$ cat src/hw/rtl/pnc_pkg.sv
// pnc_pkg: shared types and constants for the periodic neighbor classifier.
// No dependencies.
`default_nettype none
package pnc_pkg;
  localparam int MAX_PARTICLES_DEF = 64;
  localparam int COORD_W = 20;
  localparam int LIMIT_W = 32;
  localparam int INDEX_W = 6;
  localparam int KIND_W  = 2;
  localparam int CNT_W   = 6;
  localparam int CFG_IDX_W = 2;
  localparam int CFG_DATA_W = 32;

  localparam logic [CFG_IDX_W-1:0] CFG_BOX_SIZE = 2'd0;
  localparam logic [CFG_IDX_W-1:0] CFG_NEAR_SQ  = 2'd1;
  localparam logic [CFG_IDX_W-1:0] CFG_FAR_SQ   = 2'd2;

  localparam logic [COORD_W-1:0] BOX_SIZE_RST = 20'd20480;
  localparam logic [LIMIT_W-1:0] NEAR_SQ_RST  = 32'd1468006;
  localparam logic [LIMIT_W-1:0] FAR_SQ_RST   = 32'd2516582;

  localparam logic [KIND_W-1:0] KIND_OTHER  = 2'd0;
  localparam logic [KIND_W-1:0] KIND_HEX    = 2'd1;
  localparam logic [KIND_W-1:0] KIND_EDGE   = 2'd2;
  localparam logic [KIND_W-1:0] KIND_SQUARE = 2'd3;

  localparam logic [CNT_W-1:0] CNT_MAX = 6'd63;

  typedef enum logic [1:0] {
    ST_LOAD,
    ST_PREP,
    ST_SCAN,
    ST_EMIT
  } pnc_state_t;

  typedef struct packed {
    logic issue;
    logic clr;
  } pnc_ctl_t;
endpackage
`default_nettype wire

$ cat src/hw/rtl/pnc_dist.sv
// pnc_dist: pipelined minimum-image distance, shell counters and kind tracking.
// Depends on pnc_pkg.
`default_nettype none
module pnc_dist (
  input  wire logic                        clk,
  input  wire logic                        rst_n,
  input  wire pnc_pkg::pnc_ctl_t           ctl,
  input  wire logic [pnc_pkg::COORD_W-1:0] ref_x,
  input  wire logic [pnc_pkg::COORD_W-1:0] ref_y,
  input  wire logic [pnc_pkg::COORD_W-1:0] cand_x,
  input  wire logic [pnc_pkg::COORD_W-1:0] cand_y,
  input  wire logic [pnc_pkg::COORD_W-1:0] box_size,
  input  wire logic [pnc_pkg::LIMIT_W-1:0] near_limit_sq,
  input  wire logic [pnc_pkg::LIMIT_W-1:0] far_limit_sq,
  output logic      [pnc_pkg::KIND_W-1:0]  kind,
  output logic                             busy
);
  import pnc_pkg::*;

  localparam int SQ_W  = 2 * COORD_W;
  localparam int SUM_W = SQ_W + 1;

  function automatic logic [COORD_W-1:0] axis_mag(
    input logic [COORD_W-1:0] a,
    input logic [COORD_W-1:0] b,
    input logic [COORD_W-1:0] box
  );
    logic [COORD_W-1:0] d;
    d = (a > b) ? (a - b) : (b - a);
    if ({d, 1'b0} > {1'b0, box}) begin
      d = (d >= box) ? (d - box) : (box - d);
    end
    return d;
  endfunction

  logic               v1_r, v2_r, v3_r;
  logic [COORD_W-1:0] mx_r, my_r;
  logic [SQ_W-1:0]    sx_r, sy_r;
  logic               near_r, far_r;
  logic [CNT_W-1:0]   nc_r, fc_r, nc_nxt, fc_nxt;
  logic [KIND_W-1:0]  kind_r, kind_nxt;
  logic [SUM_W-1:0]   sum;

  // stage 1: per-axis magnitude; stage 2: squares; stage 3: sum and compare
  always_ff @(posedge clk) begin
    mx_r <= axis_mag(ref_x, cand_x, box_size);
    my_r <= axis_mag(ref_y, cand_y, box_size);
    sx_r <= mx_r * mx_r;
    sy_r <= my_r * my_r;
    near_r <= sum < SUM_W'(near_limit_sq);
    far_r  <= (sum >= SUM_W'(near_limit_sq)) && (sum < SUM_W'(far_limit_sq));
  end

  assign sum = SUM_W'(sx_r) + SUM_W'(sy_r);

  always_comb begin
    nc_nxt   = nc_r;
    fc_nxt   = fc_r;
    kind_nxt = kind_r;
    if (v3_r) begin
      if (near_r && nc_r != CNT_MAX) nc_nxt = nc_r + 1'b1;
      if (far_r && fc_r != CNT_MAX)  fc_nxt = fc_r + 1'b1;
      priority if (nc_nxt == 6'd6 && fc_nxt == 6'd0) kind_nxt = KIND_HEX;
      else if (nc_nxt == 6'd5 && fc_nxt == 6'd2)     kind_nxt = KIND_EDGE;
      else if (nc_nxt == 6'd4 && fc_nxt == 6'd4)     kind_nxt = KIND_SQUARE;
    end
    if (ctl.clr) begin
      nc_nxt   = '0;
      fc_nxt   = '0;
      kind_nxt = KIND_OTHER;
    end
  end

  always_ff @(posedge clk) begin
    if (!rst_n) begin
      v1_r   <= 1'b0;
      v2_r   <= 1'b0;
      v3_r   <= 1'b0;
      nc_r   <= '0;
      fc_r   <= '0;
      kind_r <= KIND_OTHER;
    end else begin
      v1_r   <= ctl.issue;
      v2_r   <= v1_r;
      v3_r   <= v2_r;
      nc_r   <= nc_nxt;
      fc_r   <= fc_nxt;
      kind_r <= kind_nxt;
    end
  end

  assign kind = kind_r;
  assign busy = v1_r | v2_r | v3_r;
endmodule
`default_nettype wire
$ cat config.mk
export PLATFORM = sky130hd
export DESIGN_NAME = pnc_dist
export DESIGN_NICKNAME = d
export VERILOG_FILES = /design/src/hw/rtl/pnc_pkg.sv /design/src/hw/rtl/pnc_dist.sv
export SDC_FILE = /design/constraint.sdc
export NUM_CORES = 2
export LEC_CHECK = 0
export ABC_AREA = 1
export BUFFER_PORTS_ARGS = -buffer_cell sky130_fd_sc_hd__buf_4
export CAP_MARGIN = 0
export CORE_MARGIN = 2
export CORE_UTILIZATION = 30
export CTS_CLUSTER_DIAMETER = 40
export DETAILED_ROUTE_END_ITERATION = 6
export HOLD_SLACK_MARGIN = 0.02
export PLACE_DENSITY = 0.53
export SLEW_MARGIN = 10
export SYNTH_ARGS = -nofsm -noshare
export SYNTH_HDL_FRONTEND = slang
export SYNTH_SLANG_ARGS = --single-unit
export TNS_END_PERCENT = 30
$ cat constraint.sdc
create_clock -name clk -period 10.83 [get_ports clk]
set_clock_uncertainty 0.2 [all_clocks]
set_input_delay 3.249 -clock clk [delete_from_list [all_inputs] [get_ports clk]]
set_output_delay 3.249 -clock clk [all_outputs]
set_load 0.01 [all_outputs]
# Yosys cells after proc, flatten, opt, wreduce, memory -nomap -nowiden
# Index checks and enable logic that the tools add are counted.
# Widths: inputs -> output; s select.
[word_totals] regBits=139 latch_bits=0 mem_bits_rw=0 romBits=0 inputBits=168 output_inout_bits=3 elab_cells=67 mem_count=0
[classes] add_sub_neg=11 n_mul=2 div_mod_pow=0 n_lt_le_gt_ge=9 n_eq_ne=7 n_shift=0 mux=13 bitwise=3 reduce_logical=10
[ops] operator="$sub 20x20->20" n=8
[ops] operator="$mux 20" n=6
[ops] operator="$lt 41x32->1" n=2
[ops] operator="$mul 20x20->40" n=2
[ops] operator="$gt 21x20->1" n=2
[ops] operator="$add 40x40->41" n=1
[ops] operator="$ge 41x32->1" n=1
[ops] operator="$ge 20x20->1" n=2
[ops] operator="$gt 20x20->1" n=2
[ops] operator="$eq 6x3->1 const B" n=4
[ops] operator="$mux 6" n=4
[ops] operator="$add 6x1->6 const B" n=2
[ops] operator="$ne 6x6->1 const B" n=2
[ops] operator="$eq 6x2->1 const B" n=1
[ops] operator="$logic_and 1x1->1" n=6
[ops] operator="$logic_not 6->1" n=1
[ops] operator="$mux 2" n=3
[ops] operator="$reduce_bool 3->1" n=1
[ops] operator="$or 1x1->1" n=2
[ops] operator="$reduce_and 2->1" n=1
[ops] operator="$reduce_or 2->1" n=1
[ops] operator="$not 1->1" n=1

# Logic depth before layout (Yosys ltp)
[depth] ltp_word=9 mapped_depth=34 ltp_nobuf=32

# Worst setup path before layout
# No wires, ideal clock.
[synth_timing] path_kind="input to register" startpoint="in ref_y[0] in the netlist's numbering" endpoint="reg my_r[2]" setup_time_ns=0.113 arrival_time_ns=6.573 t_required_ns=10.517 path_slack_ns=3.944 stages=31 n_path_buf=4 path_cell_list="inv_1 > ha_1 > inv_1 > fa_1 > nand2_1 > nand2_1 > nand2_1 > nand3_2 > nand3_1 > nand4_1 > nand2_2 > buf_2 > o21ai_0 > nand2_1 > inv_1 > ha_1 > clkbuf_2 > nand2_1 > inv_2 > nand2_1 > nand2_1 > nand3_1 > nand3_1 > nand2_1 > a21oi_1 > nor2_1 > buf_2 > buf_4 > o21ai_0 > nand2_1 > nand2_1"
[synth_between] elab_chain_cells=5 elab_cells_between_ends=10 classes_between="add/sub: 4; order compare: 3; mux: 3"
[synth_rtl] item="from (decl)" line="pnc_dist.sv:9" source="input wire logic [pnc_pkg::COORD_W-1:0] ref_y,"
[synth_rtl] item="$sub 20x20->20 / $gt 20x20->1 (equally long branches)" line="pnc_dist.sv:29" source="d = (a > b) ? (a - b) : (b - a);"
[synth_rtl] item="$mux 20 (*)" line="pnc_dist.sv:29"
[synth_rtl] item="$sub 20x20->20 / $ge 20x20->1 (equally long branches)" line="pnc_dist.sv:31" source="d = (d >= box) ? (d - box) : (box - d);"
[synth_rtl] item="$mux 20" line="pnc_dist.sv:31"
[synth_rtl] item="$mux 20 (*)" line="pnc_dist.sv:30" source="if ({d, 1'b0} > {1'b0, box}) begin"
[synth_rtl] item="to (signal assigned)" line="pnc_dist.sv:47" source="my_r <= axis_mag(ref_y, cand_y, box_size);"
[synth_rtl] item="to (decl)" line="pnc_dist.sv:37" source="logic [COORD_W-1:0] mx_r, my_r;"
# Every way passes the cells marked *; elsewhere a longest branch is shown, timed or not.
# A chain may end at the register's enable or synchronous reset.

# Worst setup path after layout
[layout_timing] startpoint="in ref_x[11] in the netlist's numbering" endpoint="reg mx_r[15]"
[layout_between] elab_chain_cells=5 elab_cells_between_ends=10 classes_between="add/sub: 4; order compare: 3; mux: 3"
[layout_rtl] item="from (decl)" line="pnc_dist.sv:8" source="input wire logic [pnc_pkg::COORD_W-1:0] ref_x,"
[layout_rtl] item="$sub 20x20->20 / $gt 20x20->1 (equally long branches)" line="pnc_dist.sv:29"
[layout_rtl] item="$mux 20 (*)" line="pnc_dist.sv:29"
[layout_rtl] item="$sub 20x20->20 / $ge 20x20->1 (equally long branches)" line="pnc_dist.sv:31"
[layout_rtl] item="$mux 20" line="pnc_dist.sv:31"
[layout_rtl] item="$mux 20 (*)" line="pnc_dist.sv:30"
[layout_rtl] item="to (signal assigned)" line="pnc_dist.sv:46" source="mx_r <= axis_mag(ref_x, cand_x, box_size);"
[layout_rtl] item="to (decl)" line="pnc_dist.sv:37"
# Marked as above.

==> results.md <==
- CP max-delay cell: nand2_1
- R2r worst-path depth: 24
- Die area: 0.1441 mm2
- Die Wd: 379.6 um
- DR DRC count: 0
- CP Launch Type: input pin
- Post-Route WL: 124700 um
- Post-CTS Setup Inserts: 0
- Leading area contributor after synthesis: fa_1
- Final GP Congestion: 0.9347
- Initial DRC count: 2014
- Post-route minimum period: 8.238 ns
- Clock tree from TritonCTS: done
- Syn Area/Cell: 7.084 um2
- Clock Tree Root: clkbuf_16
- CP dominant cell by count: nand2_1
- Critical path fanouts, max: 23
- Cts hold-fix bufs: 0
- Clk buf depth: 2
- Clock Latency Late Sink: 0.46 ns
- Setup_tns: 0 ns
- Syn Nets: 7313
- H-Tree Depth: 4
- Synth top cells by count: nand2_1 (1465), inv_1 (1417), ha_1 (606), fa_1 (563), a21oi_1 (362)
- Outcome: finished, final reports clean
- Synth warn: 0
- ANT cells: 0
- First drt pass iteration count: 6
- Inserted Clock Buffers: 17
- Layout area overhead: 9.278%
- WP data required: 11.04 ns
- Post-synth top area share: 26.62%
- FF-to-FF End: sx_r[37]$_DFF_P_
- Unrepaired setup endpoints after global routing: no
- Hold endpoint: v2_r$_SDFF_PN0_
- Syn Std Cell Area: 0.04233 mm2
- Initial Util: 30.30%
- Via count: 36.74k
- DRT antenna net count: 0
- # rows: 137
- Top delay family on crit path: simple AND/OR/NAND/NOR gates
- Cells after Synth: 5976
- Largest net degree at the start of global routing: 24
- Most numerous cell in the Yosys netlist: nand2_1
- Post-synth EDFFs: 0
- HPWL Detailed: 108600 um
- Vias in the first global route: 38.61k
- Max cap viols: 0
- Hold path start: v1_r$_SDFF_PN0_
- First-pass GRT wire length: 203800 um
- Worst path bufs/invs: 5
- Sequential share of the synthesized area: 6.479%
- Area contributors post-synth: fa_1 (27%), ha_1 (18%), nand2_1 (13%)
- Initial antenna violation count: 5
- Clock transition at path regs: 0.07 ns
- Port Buffers: 170
- R2r startpoint: mx_r[4]$_DFF_P_
- Fin crit share: 76.07%
- Average wire per standard cell: 15.67 um
- Final-report hold violation count: 0
- Netlist cell types: 49
- # resized after CTS: 0
- Slew Limit Headroom: 24.68%
- #FFs+latches synth: 137
- CTS sink count: 137
- Worst Tran Pin Value: 1.128 ns
- Via-to-Cell Ratio: 4.620
- # IOs: 171
- Pins Over Slew Limit: 0
- All-Layer GR Usage: 17.40%
- NumNets Final: 7402
- Reg-to-reg slack, setup: 3.25 ns
- Synth Flop Type: dfxtp_1
- Async S/R FF share, synth: 0%
- Worst Path Arrival: 8.44 ns
- Hold Path Class: reg -> reg
- Core box area: 0.1397 mm2
- Crit end category: register
- Maximum clock frequency: 121.4 MHz
- Overflow after GRT: 0
- Worst path max stage delay: 0.55 ns
- Worst setup path class: in -> reg
- Layout cells sized above 1: 4.393%
- Hold depth: 2
- Final setup fails: 0
- Die height: 379.6 um
-- worst register-to-register path: stages (launching register included) --
cell and delay [ns]:
dfxtp_1 0.73, buf_4 0.32, nand2_1 0.09, fa_1 0.59, inv_1 0.08, fa_1 0.56
fa_1 0.46, fa_1 0.51, inv_1 0.06, fa_1 0.53, inv_1 0.05, fa_1 0.48
inv_1 0.05, fa_1 0.50, inv_1 0.04, ha_1 0.36, nand2_1 0.11, nor2_1 0.19
inv_1 0.05, o21ai_0 0.22, a31oi_1 0.13, o21ai_0 0.56, nand2_1 0.11, nand3_1 0.11
xor2_1 0.34
-- layout make-up --
cell class                 instances  area (um2)
clock buffer                      17       425.4
fill                           15210       93440
timing repair buffer             207        1554
tap                             1876        2347
clock inverter                    15       205.2
sequential                       137        2743
multi-input combinational       4277       33640
inverter                        1425        5349
-- cell families (layout without fill, tap and decap cells) --
kind of cell / Yosys count / after routing / share of synthesized area [%]
adders and majority gates: 1169 / 1169 / 44.54
DFF: 137 / 137 / 6.479
xor gates and xnor gates: 254 / 254 / 5.255
AOI/OAI and AO/OA: 766 / 766 / 10.01
and+or+nand+nor: 2088 / 2088 / 19.66
buffers and inverters: 1562 / 1664 / 14.06
-- metrics by stage --
step	setup WS (ns)	util, %	cell area (um2)	instances	hold WS, ns
after floorplan	3.944	-	42330	5976	0.1459
after global placement	2.309	32.66	45630	7922	0.2219
after detailed placement	2.125	32.66	45630	7922	0.2218
after CTS	2.632	33.11	46260	7954	0.2390
after global routing	2.072	33.11	46260	7954	0.2685
final	2.592	33.11	46260	7954	0.2364
-- layer usage --
metal	share of wire, %	vias to the layer above	track usage [%]
met2	47	901	29.88
met4	2.5	10	4.729
met1	46	17300	23.10
li1	-	18370	-
met3	4.1	165	1.819
met5	0.059	-	0
-- how the worst max path moves through the flow --
stage	startpoint	cells past startpoint	end	slack [ns]
global route	ref_x[11]	26	mx_r[14]$_DFF_P_	2.07
CTS	ref_x[11]	25	mx_r[15]$_DFF_P_	2.63
global placement	ref_x[11]	26	mx_r[14]$_DFF_P_	2.31
floorplan	ref_y[0]	31	my_r[2]$_DFF_P_	3.94
detailed placement	ref_x[11]	25	mx_r[15]$_DFF_P_	2.12
finish	ref_x[11]	25	mx_r[15]$_DFF_P_	2.59
-- cell usage in the layout (no fill, tap or decap), types with 4 or more instances in the layout --
cell type and count:
o21bai_1 30, inv_6 6, xnor2_1 69, nor4_1 15, inv_2 6, a211oi_1 6, fa_1 563, a21o_1 34
o21ai_1 17, o21a_1 26, a21boi_1 4, dfxtp_1 137, o221ai_1 4, nor3_1 34, or2_2 8, o211ai_1 12
nand4_1 31, nand2_1 1465, clkbuf_16 17, a31oi_1 43, inv_1 1417, nor2_1 356, nand2_2 4, a21oi_1 362
xor2_1 185, ha_1 606, buf_4 207, nand3_1 153, o21ai_0 209, a21boi_0 11, nand3b_1 8
-- registers in the layout, summed over array words and instances (netlist names), 2 cells and up --
signal,cells
fc_r,6
sx_r,39
mx_r,20
sy_r,39
my_r,20
nc_r,6
kind,2
Power is left out: the tool's default activity adds up to more than one toggle a clock period on the data nets, which glitch-free logic cannot reach.
