## src/hw/rtl/pnc_pkg.sv

```systemverilog
// pnc_pkg: shared types and constants for the periodic neighbor classifier.
// No dependencies.
`default_nettype none
package pnc_pkg;
  localparam int MAX_PARTICLES_DEF = 64;
  localparam int COORD_W = 20;
  localparam int LIMIT_W = 32;
  localparam int INDEX_W = 6;
  localparam int KIND_W  = 2;
  localparam int CNT_W   = 6;
  localparam int CFG_IDX_W = 2;
  localparam int CFG_DATA_W = 32;

  localparam logic [CFG_IDX_W-1:0] CFG_BOX_SIZE = 2'd0;
  localparam logic [CFG_IDX_W-1:0] CFG_NEAR_SQ  = 2'd1;
  localparam logic [CFG_IDX_W-1:0] CFG_FAR_SQ   = 2'd2;

  localparam logic [COORD_W-1:0] BOX_SIZE_RST = 20'd20480;
  localparam logic [LIMIT_W-1:0] NEAR_SQ_RST  = 32'd1468006;
  localparam logic [LIMIT_W-1:0] FAR_SQ_RST   = 32'd2516582;

  localparam logic [KIND_W-1:0] KIND_OTHER  = 2'd0;
  localparam logic [KIND_W-1:0] KIND_HEX    = 2'd1;
  localparam logic [KIND_W-1:0] KIND_EDGE   = 2'd2;
  localparam logic [KIND_W-1:0] KIND_SQUARE = 2'd3;

  localparam logic [CNT_W-1:0] CNT_MAX = 6'd63;

  typedef enum logic [1:0] {
    ST_LOAD,
    ST_PREP,
    ST_SCAN,
    ST_EMIT
  } pnc_state_t;

  typedef struct packed {
    logic issue;
    logic clr;
  } pnc_ctl_t;
endpackage
`default_nettype wire

```

## src/hw/rtl/pnc_cell.sv

```systemverilog
// pnc_cell: one ring slot holding a particle position; loads or rotates.
// Depends on pnc_pkg.
`default_nettype none
module pnc_cell (
  input  wire logic                        clk,
  input  wire logic                        load_en,
  input  wire logic [pnc_pkg::COORD_W-1:0] load_x,
  input  wire logic [pnc_pkg::COORD_W-1:0] load_y,
  input  wire logic                        shift_en,
  input  wire logic                        wrap,
  input  wire logic [pnc_pkg::COORD_W-1:0] head_x,
  input  wire logic [pnc_pkg::COORD_W-1:0] head_y,
  input  wire logic [pnc_pkg::COORD_W-1:0] next_x,
  input  wire logic [pnc_pkg::COORD_W-1:0] next_y,
  output logic      [pnc_pkg::COORD_W-1:0] pos_x,
  output logic      [pnc_pkg::COORD_W-1:0] pos_y
);
  import pnc_pkg::*;

  logic [COORD_W-1:0] x_r, y_r, x_nxt, y_nxt;

  always_comb begin
    x_nxt = x_r;
    y_nxt = y_r;
    if (load_en) begin
      x_nxt = load_x;
      y_nxt = load_y;
    end else if (shift_en) begin
      x_nxt = wrap ? head_x : next_x;
      y_nxt = wrap ? head_y : next_y;
    end
  end

  always_ff @(posedge clk) begin
    x_r <= x_nxt;
    y_r <= y_nxt;
  end

  assign pos_x = x_r;
  assign pos_y = y_r;
endmodule
`default_nettype wire

```

## config.mk

```make
export PLATFORM = sky130hd
export DESIGN_NAME = pnc_cell
export DESIGN_NICKNAME = d
export VERILOG_FILES = /design/src/hw/rtl/pnc_pkg.sv /design/src/hw/rtl/pnc_cell.sv
export SDC_FILE = /design/constraint.sdc
export NUM_CORES = 1
export LEC_CHECK = 0
export ABC_AREA = 0
export BUFFER_PORTS_ARGS = -buffer_cell sky130_fd_sc_hd__buf_2
export CAP_MARGIN = 20
export CORE_MARGIN = 2
export CORE_UTILIZATION = 44
export CTS_BUF_LIST = sky130_fd_sc_hd__clkbuf_4
export DETAILED_ROUTE_END_ITERATION = 7
export PLACE_DENSITY = 0.91
export SYNTH_ARGS = -nofsm -noshare
export SYNTH_HDL_FRONTEND = slang
export SYNTH_SLANG_ARGS = --single-unit
```

## constraint.sdc

```tcl
create_clock -name clk -period 1.97 [get_ports clk]
set_input_delay 0.197 -clock clk [delete_from_list [all_inputs] [get_ports clk]]
set_output_delay 0.197 -clock clk [all_outputs]
set_load 0.02 [all_outputs]
```

Yosys cells after proc, flatten, opt, wreduce, memory -nomap -nowiden
Index checks and enable logic that the tools add are counted.
{"block": "word_totals", "register_bits": 40, "wordCells": 9}
{"block": "op_classes", "muxes": 6, "n_reduce_logical": 1}
{"operator": "two-way mux 20 bit", "count": 6}
{"operator": "nonzero test 2 bit", "count": 1}

Depth between registers and ports, before layout
Gate-level depths: netlist (run 1).
{"block": "logic_depth", "depth_word": 3, "mapped_depth": 4}

Worst setup path before layout (run 1)
Ideal clock, no wire load.
{"block": "synth_timing", "path_kind": "in2reg", "startpoint": "input load_en", "endpoint": "register x_r[0] (netlist: pos_x[0]) (enable)", "setup_ps": 380, "t_arrival_ps": 869, "slack_ps": 722, "path_stages": 2, "path_buffers": 1, "path_cell_list": "buf_4 or2_2"}
{"block": "synth_via", "elab_chain_cells": 1}
{"element": "start: declaration", "line_no": "pnc_cell.sv:6", "source": "input wire logic load_en,"}
{"element": "nonzero test 2 bit (no source line)"}
{"element": "end signal: assignment", "line_no": "pnc_cell.sv:35", "source": "x_r <= x_nxt;"}
{"element": "end: declaration", "line_no": "pnc_cell.sv:20", "source": "logic [COORD_W-1:0] x_r, y_r, x_nxt, y_nxt;"}
Every way passes these cells.
A chain may end at the register's enable or synchronous reset.

Worst setup path in the final report (run 1)
{"block": "layout_timing", "startpoint": "register x_r[17] (netlist: pos_x[17])", "endpoint": "output pos_x[17] in the netlist's numbering"}
{"element": "end: declaration", "line_no": "pnc_cell.sv:15", "source": "output logic [pnc_pkg::COORD_W-1:0] pos_x,"}
No word-level cell between the ends.

==> impl_metrics.yaml, run 1 <==
finish:
  final_cell_mix: "buf_2, mux2i_1, nand2_1, edfxtp_1, o21ai_1"
  num-nets-final: 457
  final_core_util: 0.629
  drive_gt1_frac: 0.527
  diodes: 0
  fill_cells: 394
  register_area_mm2: 0.00120
  layout_commonest_cell: "buf_2"
  area_growth_pct: 39.1
  multi_input_area_um2: 768
sta:
  tns_ps: 0
  fin_crit_ps: 1110
  finalSetupViolations: 0
  hold_violations: 0
  timing.hold.ws_ps: 126
  finalMaxSlewViolations: 0
  slew_headroom: 0.398
  worst_pin_slew_ps: 903
  rsz0062_at_grt: "false"
  max_freq_mhz: 900
  period_share: 0.564
drt:
  drt-pass1-iter-count: 4
  initialDrtViolationCount: 81
  vias: 1852
  remaining_drc_errors: 0
  vias_per_cell: 4.77
  routedWlPerCell_um: 12.2
  routed_wl_um: 4730
  drtAntennaViolNets: 0
setup_path:
  cp-start-kind: "flop"
  path_class: "flop to output pin"
  cp.required_ps: 1770
  path_delay_family: "flip-flops"
  critPathCaptureType: "output pin"
  worstPathCellList: "buf_2"
  cp_slowest_cell: "edfxtp_1"
  path_max_fanout: 1
  cp_num_buf_inv: 1
  worst_path_largest_cell_delay_ps: 400
  cp_data_arrival_time_ps: 910
global_route:
  antenna_found_initial: 0
  grt_first_pass_wirelength_um: 7040
  gr-total-overflow: 0
  grt_max_degree: 81
  grt_pass1_vias: 1713
  grt_usage: 0.172
place:
  dp_hpwl_um: 3690
  globalplace.congestion: 0.737
  port_buffers: 163
clock_tree:
  post_cts_buffers: 0
  clockBufferDepth: 2
  htreeDepth: 2
  cts_root_buf: "clkbuf_4"
  cts.sinks: 40
  numCtsBuffers: 5
  cts_hold_buf: 0
  ctsResizeCount: 0
  cts_tree: "built"
  clk_pin_slew_ps: 120
run_status:
  status: "complete, no violations"
pwr:
  peakVddDrop_mv: 0.346
  leakagePower_nw: 1.49
  finalPower_mw: 1.98
  p_per_area_mw_per_mm2: 675
synth:
  syn_area_mm2: 0.00211
  synth_seq_area_share: 0.570
  synth_nets: 299
  yosys_warnings: 0
  syn_avg_cell_area_um2: 12.0
  yosysUniqueCellTypes: 11
  synthCells: 175
  synth_seq_cells: 40
die:
  core_mm2: 0.00466
  start_util: 0.452
  die_h_um: 73.2
  dieArea_mm2: 0.00536
  rows: 25
  die_w_um: 73.2
  num_io_pins: 164
min_path:
  holdCritPathClass: "primary input to flop"
job:
  maxCapViolCount: 0
[layer usage]
| metal | GRT usage | share of wire |
|---|---|---|
| met1 | 0.160 | 0.33 |
| met2 | 0.338 | 0.56 |
| met3 | 0.0401 | 0.089 |
| met4 | 0.0905 | 0.022 |
| met5 | 0 | 0 |
[Yosys cell counts]
cell      count  area, um2
buf_2         7       35.0
o21ai_2       3       26.3
nand2_1      40        150
buf_12        4       80.1
edfxtp_1     40       1200
clkbuf_1      1       3.75
o21ai_1      37        185
buf_4         1       7.51
or2_2         1       6.26
buf_6         1       11.3
mux2i_1      40        400
[final timing paths]
check       start         to  cells past startpoint
min    load_x[13]  pos_x[13]                      3
max     pos_x[17]  pos_x[17]                      1
[cells by family (layout without fill, tap and decap cells)]
group,after synthesis,after routing,synth area share
flip-flops,40,40,0.570
AND/OR/NAND/NOR,41,41,0.0742
AO/OA/AOI/OAI,40,40,0.100
buffers and inverters,14,173,0.0653
multiplexers,40,40,0.190
[through the flow]
step / cells / area, um2 / setup slack, ps
finish: 388 / 2930 / 859
global route: 388 / 2930 / 823
CTS: 388 / 2930 / 843
detailed placement: 380 / 2880 / 541
global placement: 380 / 2880 / 576
floorplan: 175 / 2110 / 722
[power breakdown]
| group | switching [mW] | internal, mW |
|---|---|---|
| Sequential | 0.0204 | 1.05 |
| Combinational | 0.300 | 0.221 |
| Clock | 0.253 | 0.131 |
| Total | 0.574 | 1.40 |
[layout make-up]
class,count,share of cell area
clock buffers,5,0.0128
clock inverters,3,0.00469
multi-input cells,121,0.262
flip-flops and latches,40,0.410
well taps,54,0.0230
repair buffers,165,0.288
[registers in the layout (all words and copies together), names as in the netlist]
name and count:
pos_y 20, pos_x 20
No activity file was read; power rests on OpenSTA's default activity.
==> inputs of run 2 (changes only) <==
--- a/config.mk
+++ b/config.mk
@@ -5,14 +5,14 @@
 export SDC_FILE = /design/constraint.sdc
 export NUM_CORES = 1
 export LEC_CHECK = 0
-export ABC_AREA = 0
+export ABC_AREA = 1
 export BUFFER_PORTS_ARGS = -buffer_cell sky130_fd_sc_hd__buf_2
 export CAP_MARGIN = 20
 export CORE_MARGIN = 2
-export CORE_UTILIZATION = 44
+export CORE_UTILIZATION = 39
 export CTS_BUF_LIST = sky130_fd_sc_hd__clkbuf_4
 export DETAILED_ROUTE_END_ITERATION = 7
-export PLACE_DENSITY = 0.91
+export PLACE_DENSITY = 0.81
 export SYNTH_ARGS = -nofsm -noshare
 export SYNTH_HDL_FRONTEND = slang
 export SYNTH_SLANG_ARGS = --single-unit
==> constraint.sdc (replaced) <==
create_clock -name clk -period 1 [get_ports clk]
set_input_delay 0.1 -clock clk [delete_from_list [all_inputs] [get_ports clk]]
set_output_delay 0.1 -clock clk [all_outputs]
set_load 0.02 [all_outputs]
==> run 2 against run 1 <==
Effect of this change:
- the flow now finishes with violations (negative setup slack)
- via count rose by 38%
- die area rose by 30%
- design area rose by 21%
- synthesized cell count rose by 95%
- first-iteration DRC count rose by 11%
- critical path type unchanged
- synthesized area rose by 17%
- power rose by 110%
==> impl_metrics.yaml, run 2 <==
clock_tree:
  cts_hold_buf: 0
  clockBufferDepth: 2
  numCtsBuffers: 5
  clk_pin_slew_ps: 110
  cts_root_buf: "clkbuf_4"
  htreeDepth: 2
  cts_tree: "built"
  post_cts_buffers: 0
  cts.sinks: 40
synth:
  synthTopCellsByArea: "edfxtp_1, nand2_1, inv_1"
  synth_seq_cells: 40
  synth_edf_count: 40
  yosysUniqueCellTypes: 10
  yosys_warnings: 0
  async_reset_ff_frac: 0
  syn_area_mm2: 0.00246
  synth_top_area_share: 0.488
  syn_avg_cell_area_um2: 7.21
  yosysMostFrequentCell: "nand2_1"
  synth_ff_type: "edfxtp_1"
  synth_nets: 465
  synth_seq_area_share: 0.488
  synth_top_area_cell: "edfxtp_1"
  synth_common_cells: "nand2_1, inv_1, edfxtp_1, nand3_1, buf_4"
  synthCells: 341
finish:
  diodes: 0
  area_growth_pct: 43.7
  drive_gt1_frac: 0.361
  final_cell_mix: "nand2_1, buf_2, inv_1"
  layout_commonest_cell: "nand2_1"
  final_cells: 577
  num-nets-final: 625
setup_path:
  cp_slowest_cell: "edfxtp_1"
  path_class: "flop to output pin"
  cp_data_arrival_time_ps: 910
  path_delay_family: "flip-flops"
  cp-start-kind: "flop"
  cp.required_ps: 900
  path_max_fanout: 1
  worst_path_largest_cell_delay_ps: 410
  critPathCaptureType: "output pin"
  cp_num_buf_inv: 1
  worstPathCellList: "buf_2"
min_path:
  hold_end: "pos_y[1]"
  holdCritPathClass: "primary input to flop"
  min_from: "load_y[1]"
  whs_path_depth: 3
pwr:
  peakVddDrop_mv: 0.572
  leakagePower_nw: 2.14
  finalPower_mw: 4.21
  p_per_area_mw_per_mm2: 1190
die:
  core_mm2: 0.00603
  start_util: 0.408
  dieArea_mm2: 0.00696
  die_w_um: 83.4
  num_io_pins: 164
  rows: 28
  die_h_um: 83.4
sta:
  worst_slack_ps: -5.52
  max_freq_mhz: 995
  fin_crit_ps: 1010
  hold_violations: 0
  worst_pin_slew_ps: 530
  slew_headroom: 0.646
  rsz0062_at_grt: "true"
  finalSetupViolations: 1
  period_share: 1.01
  finalMaxSlewViolations: 0
drt:
  vias_per_cell: 4.44
  remaining_drc_errors: 0
  drt-pass1-iter-count: 4
  routed_wl_um: 6150
  initialDrtViolationCount: 90
  drtAntennaViolNets: 0
  vias: 2563
  routedWlPerCell_um: 10.7
place:
  dp_hpwl_um: 4680
  globalplace.congestion: 0.799
  port_buffers: 163
  post-place-ws_ps: -64.0
  dp_cells: 569
global_route:
  antenna_found_initial: 0
  grt_max_degree: 41
  grt_usage: 0.172
  gr-total-overflow: 0
  grt_first_pass_wirelength_um: 9840
  grt_pass1_vias: 2459
run_status:
  violations: "negative setup slack"
  status: "finished with violations"
job:
  maxCapViolCount: 0
[run 2: kinds of logic after synthesis]
logic type	after synthesis	synth area share
buffers and inverters	100	0.184
AND/OR/NAND/NOR	201	0.328
flip-flops	40	0.488
[run 2: worst max-delay path by stage]
stage | startpoint | endpoint | slack, ps | cells past startpoint
finish | pos_x[9] | pos_x[9] | -6 | 1
global route | pos_y[8] | pos_y[8] | -60 | 1
CTS | pos_x[6] | pos_x[6] | -20 | 1
detailed placement | load_en | pos_y[7] | -60 | 2
global placement | load_en | pos_y[7] | -40 | 2
floorplan | load_en | pos_x[0] | 40 | 2
[run 2: repair_timing]
action | CTS | global route
hold endpoints to repair | 0 | 0
gates resized for setup | 12 | 29
endpoints found under the setup margin | 15 | 40
pin swaps | 0 | 0
[run 2: layout make-up]
class	count	area, um2
multi-input combinational	201	810
clock inverter	1	3.75
tap	75	93.8
clock buffer	7	52.6
inverter	82	310
fill	562	2490
sequential	40	1200
timing repair buffer	171	1060
[run 2: metal layers]
layer | share of wire | global-route usage | vias to the layer above
met1 | 0.39 | 0.176 | 1105
met4 | 0.016 | 0.0689 | 0
met3 | 0.078 | 0.0358 | 13
met2 | 0.52 | 0.335 | 118
li1 | - | - | 1327
met5 | 0 | 0 | -
[run 2: report_power, final]
part	internal, mW	total, mW	switching (mW)
Sequential	2.08	2.15	0.0748
Combinational	0.586	1.28	0.695
Clock	0.325	0.775	0.450
Total	2.99	4.21	1.22
[run 2: stage by stage]
step / hold slack (ps) / instance area [um2] / TNS, ps / utilization
6_report: 33.7 / 3530 / -5.52 / 0.587
5_1_grt: 11.2 / 3530 / -1270 / 0.587
4_1_cts: 17.0 / 3450 / -148 / 0.572
3_5_place_dp: 376 / 3350 / -2510 / 0.556
3_3_place_gp: 372 / 3350 / -1430 / 0.556
2_1_floorplan: 282 / 2460 / 0 / -
==> inputs of run 3 (changes only) <==
--- a/config.mk
+++ b/config.mk
@@ -9,10 +9,10 @@
 export BUFFER_PORTS_ARGS = -buffer_cell sky130_fd_sc_hd__buf_2
 export CAP_MARGIN = 20
 export CORE_MARGIN = 2
-export CORE_UTILIZATION = 39
+export CORE_UTILIZATION = 30
 export CTS_BUF_LIST = sky130_fd_sc_hd__clkbuf_4
 export DETAILED_ROUTE_END_ITERATION = 7
-export PLACE_DENSITY = 0.81
+export PLACE_DENSITY = 0.66
 export SYNTH_ARGS = -nofsm -noshare
 export SYNTH_HDL_FRONTEND = slang
 export SYNTH_SLANG_ARGS = --single-unit
==> run 3 against run 2 <==
Effect of this change:
- the run now ends clean
- critical path depth is the same
- via count shrank 1.6%
- wire length grew 4.7%
- final cell count grew 4.9%
- flip-flop and latch count is the same
- clock power shrank 10%
- critical path type unchanged
- largest cell class unchanged
==> impl_metrics.yaml, run 3 (same netlist as run 2, synthesis figures left out) <==
sta:
  slew_headroom: 0.636
  hold_violations: 0
  finalSetupViolations: 0
  fin_crit_ps: 995
  max_freq_mhz: 1010
  rsz0062_at_grt: "true"
  tns_ps: 0
  period_share: 0.995
  worst_slack_ps: 5.43
  finalMaxSlewViolations: 0
  worst_pin_slew_ps: 546
drt:
  routed_wl_um: 6430
  routedWlPerCell_um: 10.6
  remaining_drc_errors: 0
  initialDrtViolationCount: 95
  drtAntennaViolNets: 0
  wirelength_met1_um: 2610
  wl_met2_um: 3200
  wl_met3_um: 524
  drt-pass1-iter-count: 4
  vias_per_cell: 4.17
  routed.top_layer: "met4"
  vias: 2521
setup_path:
  path_depth: 1
  cp_num_buf_inv: 1
  cp-start-kind: "flop"
  cp_data_arrival_time_ps: 890
  path_class: "flop to output pin"
  cp.required_ps: 900
  path_delay_family: "flip-flops"
  worstPathCellList: "buf_6"
  critPathCaptureType: "output pin"
  path_max_fanout: 1
  worst_path_largest_cell_delay_ps: 420
  cp_slowest_cell: "edfxtp_1"
clock_tree:
  cts_hold_buf: 0
  htreeDepth: 2
  clockBufferDepth: 2
  numCtsBuffers: 5
  cts.sinks: 40
  clk_pin_slew_ps: 100
  cts_root_buf: "clkbuf_4"
  cts_tree: "built"
finish:
  diodes: 0
  drive_gt1_frac: 0.360
  multi_input_area_um2: 810
  layout_commonest_cell: "nand2_1"
  fill_cells: 820
  num-nets-final: 626
  final_cell_mix: "nand2_1, buf_2, inv_1"
  final_cells: 605
  design_area_mm2: 0.00360
  register_area_mm2: 0.00120
  area_growth_pct: 46.3
place:
  port_buffers: 163
  dp_hpwl_um: 4890
  place_area_mm2: 0.00340
  globalplace.congestion: 0.757
  dp_cells: 600
  post-place-ws_ps: -74.0
pwr:
  p_per_area_mw_per_mm2: 1160
  leakagePower_nw: 2.15
  peakVddDrop_mv: 0.383
  finalPower_mw: 4.17
die:
  die_h_um: 94.6
  core_mm2: 0.00809
  rows: 33
  die_w_um: 94.6
  dieArea_mm2: 0.00894
  num_io_pins: 164
  start_util: 0.304
global_route:
  grt_usage: 0.138
  grt_pass1_vias: 2180
  grt_max_degree: 41
  grt_first_pass_wirelength_um: 9590
  gr-total-overflow: 0
  antenna_found_initial: 0
min_path:
  holdCritPathClass: "primary input to flop"
  whs_path_depth: 3
  hold_end: "pos_y[6]"
  min_from: "load_y[6]"
job:
  maxCapViolCount: 0
run_status:
  status: "complete, no violations"
==> run 3: power breakdown <==
part           internal, mW  switching, mW  total (mW)
sequential             2.08         0.0805        2.16
combinational         0.622          0.694        1.32
clock                 0.236          0.458       0.694
total                  2.94           1.23        4.17
==> run 3: final cells by class <==
class,instances,area share
inverters,82,0.0862
repair buffers,172,0.308
multi-input cells,201,0.225
flip-flops and latches,40,0.334
well taps,105,0.0365
clock buffers,5,0.0104
==> run 3: repair_timing <==
item / 4_1_cts / 5_1_grt
resized for setup: 16 / 36
pin swaps: 0 / 0
cloned: 0 / 0
endpoints found under the setup margin: 19 / 38
buffers inserted: 0 / 0
==> run 3: through the flow <==
stage,util,hold WS (ps)
after floorplan,-,282
after global placement,0.420,375
after detailed placement,0.420,376
after CTS,0.431,12.0
after global routing,0.445,16.5
final,0.445,35.7
==> run 3: routing by layer <==
metal  GRT usage  vias to the layer above
li1            -                     1325
met1       0.157                     1094
met2       0.254                       95
met3      0.0367                        7
met4      0.0411                        0
met5           0                        -
==> run 3: how the worst max path moves through the flow <==
stage,slack (ps),to,from
floorplan,40,pos_x[0],load_en
global placement,-60,pos_y[13],load_en
detailed placement,-70,pos_y[16],load_en
CTS,-30,pos_y[1],pos_y[1]
global route,-50,pos_x[17],pos_x[17]
finish,5,pos_x[5],pos_x[5]
